--- config.mk ---
export PLATFORM = sky130hd
export DESIGN_NAME = float32_to_int32_convert
export DESIGN_NICKNAME = d
export VERILOG_FILES = /design/src/f2i_pkg.sv /design/src/f2i_decode.sv /design/src/f2i_align.sv /design/src/f2i_round.sv /design/src/float32_to_int32_convert.sv
export SDC_FILE = /design/constraint.sdc
export NUM_CORES = 1
export LEC_CHECK = 0
export ABC_AREA = 1
export ABC_CLOCK_PERIOD_IN_PS = 2400
export BUFFER_PORTS_ARGS = -buffer_cell sky130_fd_sc_hd__buf_2
export CAP_MARGIN = 30
export CORE_MARGIN = 10
export CORE_UTILIZATION = 40
export CTS_CLUSTER_SIZE = 10
export DETAILED_ROUTE_END_ITERATION = 10
export PLACE_DENSITY = 0.67
export SLEW_MARGIN = 10
export SYNTH_ARGS = -nofsm -noshare
export SYNTH_HDL_FRONTEND = slang
export SYNTH_SLANG_ARGS = --single-unit
--- constraint.sdc ---
create_clock -name clk -period 2.4 [get_ports clk]
set_clock_uncertainty 0.05 [all_clocks]
set_input_delay 0 -clock clk [delete_from_list [all_inputs] [get_ports clk]]
set_output_delay 0 -clock clk [all_outputs]
set_load 0.02 [all_outputs]
--- src/f2i_pkg.sv ---
// shared types and constants for the float to int32 converter
`timescale 1ns / 1ps
`default_nettype none
package f2i_pkg;

    localparam logic [7:0]  EXP_HALF      = 8'h7E;
    localparam logic [7:0]  EXP_SAT       = 8'd158;
    localparam logic [7:0]  EXP_NAN       = 8'hFF;
    localparam logic [7:0]  SHIFT_BASE    = 8'd157;
    localparam logic [31:0] INT_POS_LIMIT = 32'h7FFFFFFF;
    localparam logic [31:0] INT_NEG_LIMIT = 32'h80000000;
    localparam int          PIPE_DEPTH    = 4;

    typedef struct packed {
        logic        valid;
        logic        neg;
        logic        zero;
        logic        sat;
        logic [4:0]  sh;
        logic [31:0] mant;
        logic        sticky;
    } stage_t;

endpackage
`default_nettype wire

--- src/f2i_decode.sv ---
// first stage: field split, range classification and shift amount
`timescale 1ns / 1ps
`default_nettype none
module f2i_decode
    import f2i_pkg::*;
(
    input  wire logic        clk,
    input  wire logic        rst_n,
    input  wire logic        in_valid,
    input  wire logic [31:0] float_bits,
    output stage_t           dec_out
);

    stage_t dec_reg;
    stage_t dec_next;
    logic [7:0] expf;
    logic [7:0] sh_full;

    always_comb
    begin
        expf            = float_bits[30:23];
        sh_full         = SHIFT_BASE - expf;
        dec_next.valid  = in_valid;
        dec_next.neg    = float_bits[31];
        dec_next.zero   = (expf < EXP_HALF);
        dec_next.sat    = (expf >= EXP_SAT);
        dec_next.sh     = sh_full[4:0];
        dec_next.mant   = {1'b1, float_bits[22:0], 8'h00};
        dec_next.sticky = 1'b0;
    end

    always_ff @(posedge clk or negedge rst_n)
    begin
        if (!rst_n)
        begin
            dec_reg <= '0;
        end
        else
        begin
            dec_reg <= dec_next;
        end
    end

    assign dec_out = dec_reg;

endmodule
`default_nettype wire

--- src/f2i_align.sv ---
// two stages of right shift with sticky collection
`timescale 1ns / 1ps
`default_nettype none
module f2i_align
    import f2i_pkg::*;
(
    input  wire logic   clk,
    input  wire logic   rst_n,
    input  wire stage_t align_in,
    output stage_t      align_out
);

    stage_t hi_reg;
    stage_t hi_next;
    stage_t lo_reg;
    stage_t lo_next;

    // coarse shift by 16 and 8
    always_comb
    begin
        hi_next = align_in;
        if (align_in.sh[4])
        begin
            hi_next.sticky = hi_next.sticky | (|hi_next.mant[15:0]);
            hi_next.mant   = {16'h0000, hi_next.mant[31:16]};
        end
        if (align_in.sh[3])
        begin
            hi_next.sticky = hi_next.sticky | (|hi_next.mant[7:0]);
            hi_next.mant   = {8'h00, hi_next.mant[31:8]};
        end
    end

    // fine shift by 4, 2 and 1
    always_comb
    begin
        lo_next = hi_reg;
        if (hi_reg.sh[2])
        begin
            lo_next.sticky = lo_next.sticky | (|lo_next.mant[3:0]);
            lo_next.mant   = {4'h0, lo_next.mant[31:4]};
        end
        if (hi_reg.sh[1])
        begin
            lo_next.sticky = lo_next.sticky | (|lo_next.mant[1:0]);
            lo_next.mant   = {2'b00, lo_next.mant[31:2]};
        end
        if (hi_reg.sh[0])
        begin
            lo_next.sticky = lo_next.sticky | lo_next.mant[0];
            lo_next.mant   = {1'b0, lo_next.mant[31:1]};
        end
    end

    always_ff @(posedge clk or negedge rst_n)
    begin
        if (!rst_n)
        begin
            hi_reg <= '0;
            lo_reg <= '0;
        end
        else
        begin
            hi_reg <= hi_next;
            lo_reg <= lo_next;
        end
    end

    assign align_out = lo_reg;

endmodule
`default_nettype wire

--- src/f2i_round.sv ---
// last stage: round to nearest even, sign and saturation
`timescale 1ns / 1ps
`default_nettype none
module f2i_round
    import f2i_pkg::*;
(
    input  wire logic               clk,
    input  wire logic               rst_n,
    input  wire stage_t             round_in,
    output logic                    done,
    output logic signed [31:0]      int_value
);

    logic        done_reg;
    logic        done_next;
    logic [31:0] value_reg;
    logic [31:0] value_next;
    logic [31:0] whole;
    logic        half;
    logic        up;

    always_comb
    begin
        whole     = {1'b0, round_in.mant[31:1]};
        half      = round_in.mant[0];
        up        = half & (round_in.sticky | whole[0]);
        done_next = round_in.valid;
        if (round_in.zero)
        begin
            value_next = 32'h0;
        end
        else if (round_in.sat)
        begin
            value_next = round_in.neg ? INT_NEG_LIMIT : INT_POS_LIMIT;
        end
        else if (!round_in.neg)
        begin
            value_next = whole + {31'h0, up};
        end
        else
        begin
            value_next = up ? ~whole : (32'h0 - whole);
        end
    end

    always_ff @(posedge clk or negedge rst_n)
    begin
        if (!rst_n)
        begin
            done_reg <= 1'b0;
        end
        else
        begin
            done_reg <= done_next;
        end
    end

    always_ff @(posedge clk)
    begin
        value_reg <= value_next;
    end

    assign done      = done_reg;
    assign int_value = value_reg;

endmodule
`default_nettype wire

--- src/float32_to_int32_convert.sv ---
// top level of the float32 to int32 converter
`timescale 1ns / 1ps
`default_nettype none
// Converts an IEEE single-precision bit pattern to a signed 32-bit integer,
// rounding to nearest with ties to even; magnitudes below one half give 0,
// and out-of-range values, infinities and NaNs saturate by sign. A word is
// taken on every cycle with start high; busy never rises. Each result appears
// on int_value with done high for one cycle, in order, after its word has
// passed one decode stage, two shift stages of the five-step sticky
// shifter and one rounding stage.
module float32_to_int32_convert
    import f2i_pkg::*;
(
    input  wire logic               clk,
    input  wire logic               rst_n,
    input  wire logic               start,
    output logic                    busy,
    input  wire logic [31:0]        float_bits,
    output logic                    done,
    output logic signed [31:0]      int_value
);

    stage_t dec_stage;
    stage_t align_stage;

    assign busy = 1'b0;

    f2i_decode u_decode
    (
        .clk        (clk),
        .rst_n      (rst_n),
        .in_valid   (start & ~busy),
        .float_bits (float_bits),
        .dec_out    (dec_stage)
    );

    f2i_align u_align
    (
        .clk        (clk),
        .rst_n      (rst_n),
        .align_in   (dec_stage),
        .align_out  (align_stage)
    );

    f2i_round u_round
    (
        .clk        (clk),
        .rst_n      (rst_n),
        .round_in   (align_stage),
        .done       (done),
        .int_value  (int_value)
    );

`ifndef ASSERT_OFF
    a_done_latency: assert property (@(posedge clk) disable iff (!rst_n)
        done |-> $past(start, PIPE_DEPTH))
        else $error("result word without matching start");

    a_start_done: assert property (@(posedge clk) disable iff (!rst_n)
        start ##PIPE_DEPTH 1'b1 |-> done)
        else $error("started word lost in pipeline");

    a_small_zero: assert property (@(posedge clk) disable iff (!rst_n)
        done && ($past(float_bits[30:23], PIPE_DEPTH) < EXP_HALF)
        |-> int_value == 32'sh0)
        else $error("small magnitude not zero");

    a_nan_pos_sat: assert property (@(posedge clk) disable iff (!rst_n)
        done && ($past(float_bits[30:23], PIPE_DEPTH) == EXP_NAN)
        && !$past(float_bits[31], PIPE_DEPTH)
        |-> int_value == INT_POS_LIMIT)
        else $error("positive special value not saturated");
`endif

endmodule
`default_nettype wire
==> results of run 1 <==
==> report_power, final <==
group | internal [mW] | leakage (nW) | total [mW] | switching [mW]
Sequential | 2.64 | 1.62 | 2.83 | 0.197
Combinational | 0.417 | 2.22 | 1.22 | 0.799
Clock | 1.46 | 0.270 | 2.56 | 1.10
Total | 4.51 | 4.11 | 6.61 | 2.09
==> per-layer routing <==
layer / up-vias / wire length, um / GRT usage [%]
li1: 3298 / - / -
met1: 2893 / 7900 / 18.7
met2: 175 / 8710 / 25.6
met3: 34 / 962 / 3.74
met4: 0 / 620 / 7.69
met5: - / 0 / 0
==> layout by cell type, fill, tap and decap left out, types with 4 or more instances in the layout <==
cell | Yosys | routed
dfrtp_1 | 111 | 111
nand3_1 | 121 | 121
inv_6 | 0 | 5
nor2_1 | 56 | 56
dfxtp_1 | 32 | 32
buf_4 | 1 | 14
clkinvlp_4 | 0 | 4
inv_1 | 87 | 87
nor2_2 | 4 | 4
o21ai_0 | 98 | 98
clkbuf_16 | 0 | 17
nor4_1 | 4 | 4
nand4_1 | 19 | 19
buf_2 | 5 | 66
nor3_1 | 12 | 12
dlygate4sd3_1 | 0 | 38
nor2_4 | 6 | 6
inv_2 | 4 | 4
o31ai_1 | 7 | 7
a21oi_1 | 39 | 39
nand2_1 | 245 | 245
nand2_2 | 10 | 10
ha_1 | 5 | 5
==> cell usage after synthesis (all sizes together), types with 3 or more instances <==
library cell    n  area, um^2
dfxtp          32         641
a21oi          41         213
nand3         124         636
clkbuf         33         184
nand2         257        1000
nor2           66         303
a31oi           3        18.8
clkinv          5        21.3
inv            91         342
o21ai          99         507
nor3           15        96.4
nand4          19         119
nor4            4        25.0
o31ai           7        52.6
nand3b          3        22.5
dfrtp         111        2780
ha              5        62.6
buf            11        51.3
==> final cells by class <==
| type | instances | area [um^2] |
|---|---|---|
| Clock buffer | 18 | 429 |
| Clock inverter | 14 | 146 |
| Fill cell | 1696 | 9170 |
| Inverter | 96 | 363 |
| Multi-Input combinational cell | 661 | 3190 |
| Sequential cell | 143 | 3420 |
| Tap cell | 229 | 287 |
| Timing Repair Buffer | 119 | 836 |
==> per-stage QoR <==
step	cell area, um^2	util [%]	std cells	power (mW)
3_3_place_gp	7720	43.2	1210	4.04
4_1_cts	8670	48.6	1280	6.69
3_5_place_dp	7720	43.2	1210	4.04
6_report	8670	48.6	1280	6.61
5_1_grt	8670	48.6	1280	6.99
2_1_floorplan	7210	-	944	3.66
==> how the worst min path moves through the flow <==
stage / startpoint / end / slack [ns]
after CTS: rst_n / u_decode.dec_out[36]$_DFF_PN0_ / 0.06
after global routing: rst_n / u_decode.dec_out[36]$_DFF_PN0_ / 0.11
after floorplan: rst_n / u_align.align_out[0]$_DFF_PN0_ / -0.35
after detailed placement: rst_n / u_decode.dec_out[36]$_DFF_PN0_ / -0.01
final: rst_n / u_decode.dec_out[36]$_DFF_PN0_ / 0.06
after global placement: rst_n / u_decode.dec_out[36]$_DFF_PN0_ / -0.02
==> logic make-up (layout without fill, tap and decap cells) <==
kind of cell / after synthesis / after routing
simple gates: 492 / 492
xor+xnor: 3 / 3
fa+ha+maj: 5 / 5
mux: 2 / 2
buf+inv: 140 / 247
flops: 143 / 143
compound gates: 157 / 157
other cells: 2 / 2
==> summary.txt, run 1 <==
Run status
  – Status: finished, final reports clean

Die
  – Die Y-Extent: around 150 um
  – Initial core utilization: roughly 40%
  – Rows: 49
  – Ports: between 60 and 70
  – Core area: 0.0178 mm^2
  – Die W: roughly 150 um
  – Die area: 0.0238 mm^2

Place
  – DP Worst Slack: 0.380 ns
  – I/O Buffers: 67
  – HPWL Detailed: 13.8 mm
  – Placer Congestion: 0.964

Layout
  – Antenna fix cells: 0
  – Layout Nets: 1078
  – Largest register FFs: 40
  – P&R area growth vs syn: 20.3%
  – Layout cells sized above 1: approximately 14%

Setup path
  – Slowest CP cell: dfrtp_1
  – Slowest stage delay, CP: about 0.7 ns
  – Critical Path End: u_round.int_value[30]$_SDFF_PP0_
  – Crit Path Class: reg2reg
  – Crit path max-delay family: flip-flops
  – Critical Path AT: between 2 and 2.5 ns
  – Crit-path most repeated cell: nand2_1
  – R2R Setup Slk: 0.32 ns
  – Endpoint type of the worst setup path: register
  – Crit Path Max Fanout: 16
  – Critical Path Source Type: register
  – Total stage count of the critical path: 9
  – Reg-to-reg endpoint: u_round.int_value[30]$_SDFF_PP0_
  – Critical Path, Cell by Cell: clkinv_1 > a21oi_1 > inv_1 > nand2_1 > inv_1 > nand2_1 > nand2_1 > nand3_1 > a21oi_1
  – R2R cell count: 9
  – Reg2reg start: u_align.align_out[40]$_DFF_PN0_
  – Worst path required time: about 2.7 ns
  – Buf/Inv on CP: 3
  – CP Launch Point: u_align.align_out[40]$_DFF_PN0_

Logic synthesis
  – Post-synthesis async set-or-reset flop share: 77.6%
  – Compound-Gate Fraction of Synth Area: 11.7%
  – Simple-gate share of the synthesized area: a little under a third
  – YS warnings: 0
  – Largest family of logic cells by synthesized area: simple AND/OR/NAND/NOR gates
  – EDFF count, synth: 0
  – Synth cell types: 45
  – Post-Synth Adder-Cell Area: 0.868%
  – Ys flop type: dfrtp_1
  – Mean Syn Cell Area: 7.64 um^2
  – Post-Syn Nets: 984
  – Cell count after synthesis: 944
  – Post-synthesis mux area share: 0.278%
  – XOR/XNOR Fraction of Synth Area: 0.364%
  – #FFs+latches synth: about 140
  – Mapped cell area: 0.00721 mm^2
  – Post-synthesis sequential area ratio: 47.4%

Clock tree
  – H-tree depth: 4
  – Number of hold buffers added after cts: 38
  – Clk sinks: 143
  – Post-CTS setup buffers: 0
  – Clk pin slew, worst setup/hold paths: 0.06 ns
  – Clk root buf: clkbuf_16
  – Worst skew pair latency: 0.43 ns
  – Num CTS Buffers: 17
  – CTS max path bufs: 2
  – CTS tree: done
  – Post-CTS Resized: 0

Detailed routing
  – Post-Route WL: 18.2 mm
  – Vias per cell: 5.00
  – Final ANT Viol Nets: 0
  – DRT iter0 DRCs: around 380
  – Routed len/inst: 14.2 um
  – Router iterations before antenna repair: 6
  – Via count: 6400
  – DRC violations left: 0

Global route
  – GR Util All Layers: 15.6%
  – Largest net degree at the start of global routing: 66
  – First-pass GRT wire length: 30.6 mm
  – Number of global-route vias before repair: 6187
  – Total grt overflow: 0
  – Initial antenna violation count: 0

Min path
  – HP Class: in2async

Timing
  – Period utilization: 86.6%
  – TNS Setup: 0 ns
  – Max Slew Vio Count: 0
  – Hold slack: about 0.056 ns
  – Fmax: 0.481 GHz
  – RSZ-0062 raised after global routing: no
  – Max transition margin: 52.0%
  – Slew @ Worst Pin: 0.720 ns
  – Fin. Hold Viols: 0
  – Final setup margin: 0.322 ns
  – Period minus WS final: 2.08 ns
  – Final setup viols: 0

Power and ir drop
  – Leak pwr: 4.11 nW
  – Power per Cell Area: 762 mW/mm^2
  – VDD IR-drop max: 0.550 mV

Job
  – MaxCap Viol Count: 0
No activity file was read; power rests on OpenSTA's default activity.
==> inputs of run 2 (changes only) <==
Settings changed: GPL_TIMING_DRIVEN from default to 0.
==> summary.txt, run 2 (synthesis results as in run 1) <==
Die
  – Core area: 0.0178 mm^2 (unchanged)
  – Initial core utilization: 40.4% (unchanged)
  – Die W: 154 um (unchanged)
  – Die area: 0.0238 mm^2 (unchanged)
  – Die Y-Extent: 154 um (unchanged)
  – Ports: 69 (unchanged)
  – Rows: 49 (unchanged)

Clock tree
  – H-tree depth: 4 (unchanged)
  – Post-CTS Resized: 0 (unchanged)
  – Num CTS Buffers: 17 (unchanged)
  – CTS max path bufs: 2 (unchanged)
  – Worst skew pair latency: 0.42 ns (about the same)
  – Clk pin slew, worst setup/hold paths: 0.06 ns (about the same)
  – Post-CTS setup buffers: 0 (unchanged)
  – CTS tree: done
  – Clk sinks: 143 (unchanged)
  – Clk root buf: clkbuf_16

Detailed routing
  – Router iterations before antenna repair: 5 (-1)
  – Final ANT Viol Nets: 0 (unchanged)
  – Routed len/inst: 15.5 um (+9.2%)
  – Vias per cell: 5.07 (+1.4%)
  – DRC violations left: 0 (unchanged)
  – Post-Route WL: 20.4 mm (+12%)
  – DRT iter0 DRCs: 346 (-8.0%)
  – Via count: 6654 (+4.0%)

Min path
  – Hold Crit Start: float_bits[22]
  – HP Class: in2reg
  – Worst Hold Path EP: u_decode.dec_out[31]$_DFF_PN0_
  – Worst hold path depth: 2

Job
  – MaxCap Viol Count: 0 (unchanged)

Layout
  – Non-filler cells, final: 1312 (+2.5%)
  – # fillers: 1735 (+2.3%)
  – Final core occ: 49.6% (+0.99 points)
  – P&R area growth vs syn: 22.7%
  – Layout cells sized above 1: 13.6% (-0.70 points)
  – Cell area after layout: 0.00885 mm^2 (+2.0%)
  – Layout Nets: 1111 (+3.1%)
  – Largest register FFs: 40 (unchanged)
  – Commonest non-fill, non-tap cell in the layout: nand2_1
  – Antenna fix cells: 0 (unchanged)
  – Most frequent cells in the layout: nand2_1, nand3_1, dfrtp_1

Power and ir drop
  – Power per Cell Area: 756 mW/mm^2 (-0.84%)
  – VDD IR-drop max: 0.499 mV (-9.2%)
  – Leak pwr: 4.17 nW (+1.5%)

Timing
  – Fin. Hold Viols: 0 (unchanged)
  – Fmax: 0.478 GHz (-0.77%)
  – Slew @ Worst Pin: 0.572 ns (-0.148 ns)
  – Final setup viols: 0 (unchanged)
  – Period minus WS final: 2.09 ns (+0.0161 ns)
  – TNS Setup: 0 ns (unchanged)
  – Max Slew Vio Count: 0 (unchanged)
  – Period utilization: 87.2% (+0.67 points)
  – RSZ-0062 raised after global routing: no
  – Max transition margin: 61.8% (+9.8 points)

Place
  – I/O Buffers: 67 (unchanged)
  – HPWL Detailed: 15.8 mm (+14%)
  – Placer Congestion: 0.938 (-2.7%)
  – Placed cells: 1241 (+2.6%)
  – Placed inst area: 0.00787 mm^2 (+1.9%)

Global route
  – First-pass GRT wire length: 33.0 mm (+8.1%)
  – Initial antenna violation count: 0 (unchanged)
  – Number of global-route vias before repair: 6658 (+7.6%)
  – Total grt overflow: 0 (unchanged)
  – Largest net degree at the start of global routing: 73 (+11%)
  – GR Util All Layers: 17.1% (+1.5 points)

Setup path
  – Slowest stage delay, CP: 0.45 ns (-0.25 ns)
  – Crit Path Max Fanout: 7 (-9)
  – Reg2reg start: u_align.align_out[2]$_DFF_PN0_
  – Crit path max-delay family: simple AND/OR/NAND/NOR gates
  – R2R cell count: 12 (+3)
  – Critical Path, Cell by Cell: o21ai_4 > inv_1 > ha_1 > nand2_2 > nor2_4 > nand3_2 > nor2_1 > nand3_1 > nand3_1 > nand2_1 > nand3_1 > a21oi_1
  – R2R Setup Slk: 0.31 ns (-0.02 ns)
  – Reg-to-reg endpoint: u_round.int_value[27]$_SDFF_PP0_
  – Slowest CP cell: dfrtp_1
  – Critical Path AT: 2.33 ns (about the same)
  – Crit-path most repeated cell: nand3_1
  – Buf/Inv on CP: 1 (-2)
  – Crit Path Class: reg2reg
  – Critical Path Source Type: register
  – Endpoint type of the worst setup path: register
  – Worst path required time: 2.64 ns (about the same)

Run status
  – Status: finished, final reports clean
run 2: cell count changes in the layout (fill, tap and decap cells not counted), sizes merged:
cell	delta
inv	-8
bufinv	+1
buf	-2
clkinv	+3
clkbuf	+36
dlygate4sd3	+2
run 2: how the worst max path moves through the flow:
stage | start | endpoint | depth (start not counted)
after global routing | u_align.align_out[2]$_DFF_PN0_ | u_round.int_value[27]$_SDFF_PP0_ | 12
after global placement | rst_n | u_align.align_out[8]$_DFF_PN0_ | 1
after CTS | u_align.align_out[2]$_DFF_PN0_ | u_round.int_value[27]$_SDFF_PP0_ | 12
after floorplan | u_align.align_out[2]$_DFF_PN0_ | u_round.int_value[7]$_SDFF_PP0_ | 12
final | u_align.align_out[2]$_DFF_PN0_ | u_round.int_value[27]$_SDFF_PP0_ | 12
after detailed placement | u_align.align_out[2]$_DFF_PN0_ | u_round.int_value[27]$_SDFF_PP0_ | 12
run 2: final cells by class:
| type | instances | area [um^2] | area share, % |
|---|---|---|---|
| clock inverters | 10 | 113 | 1.27 |
| clock buffers | 21 | 470 | 5.32 |
| well taps | 229 | 287 | 3.24 |
| inverters | 96 | 363 | 4.10 |
| plain buffers | 44 | 235 | 2.66 |
| repair buffers | 108 | 769 | 8.70 |
| multi-input cells | 661 | 3190 | 36.1 |
| flip-flops and latches | 143 | 3420 | 38.6 |
run 2: power breakdown:
part	switching [mW]	internal (mW)	leakage (nW)
logic	0.864	0.435	2.27
clock network	0.961	1.60	0.275
registers	0.190	2.64	1.62
run 2: worst reg2reg max path, delay by kind of cell, from the launching register on:
| kind | cells | cell delay [ns] |
|---|---|---|
| fa+ha+maj | 1 | 0.15 |
| compound gates | 2 | 0.18 |
| simple gates | 8 | 1.05 |
| buf+inv | 1 | 0.09 |
| flops | 1 | 0.45 |
run 2: per-layer routing:
metal / GRT usage (%) / up-vias / share of wire [%]
li1: - / 3358 / -
met4: 10.6 / 0 / 5.3
met2: 30.1 / 199 / 50
met5: 0 / - / 0
met3: 3.85 / 53 / 4.8
met1: 18.2 / 3044 / 40
run 2: through the flow:
stage	total power, mW	hold WS [ns]	worst slack (ns)
5_1_grt	7.04	0.157	0.139
4_1_cts	6.73	0.152	0.335
3_3_place_gp	4.09	0.0573	0.148
2_1_floorplan	3.66	-0.346	0.670
6_report	6.69	0.166	0.306
3_5_place_dp	4.10	-0.127	0.344
run 2: timing repair:
item,CTS,global route
hold buffers,40,0
setup endpoints to repair,0,0
hold endpoints to repair,143,0
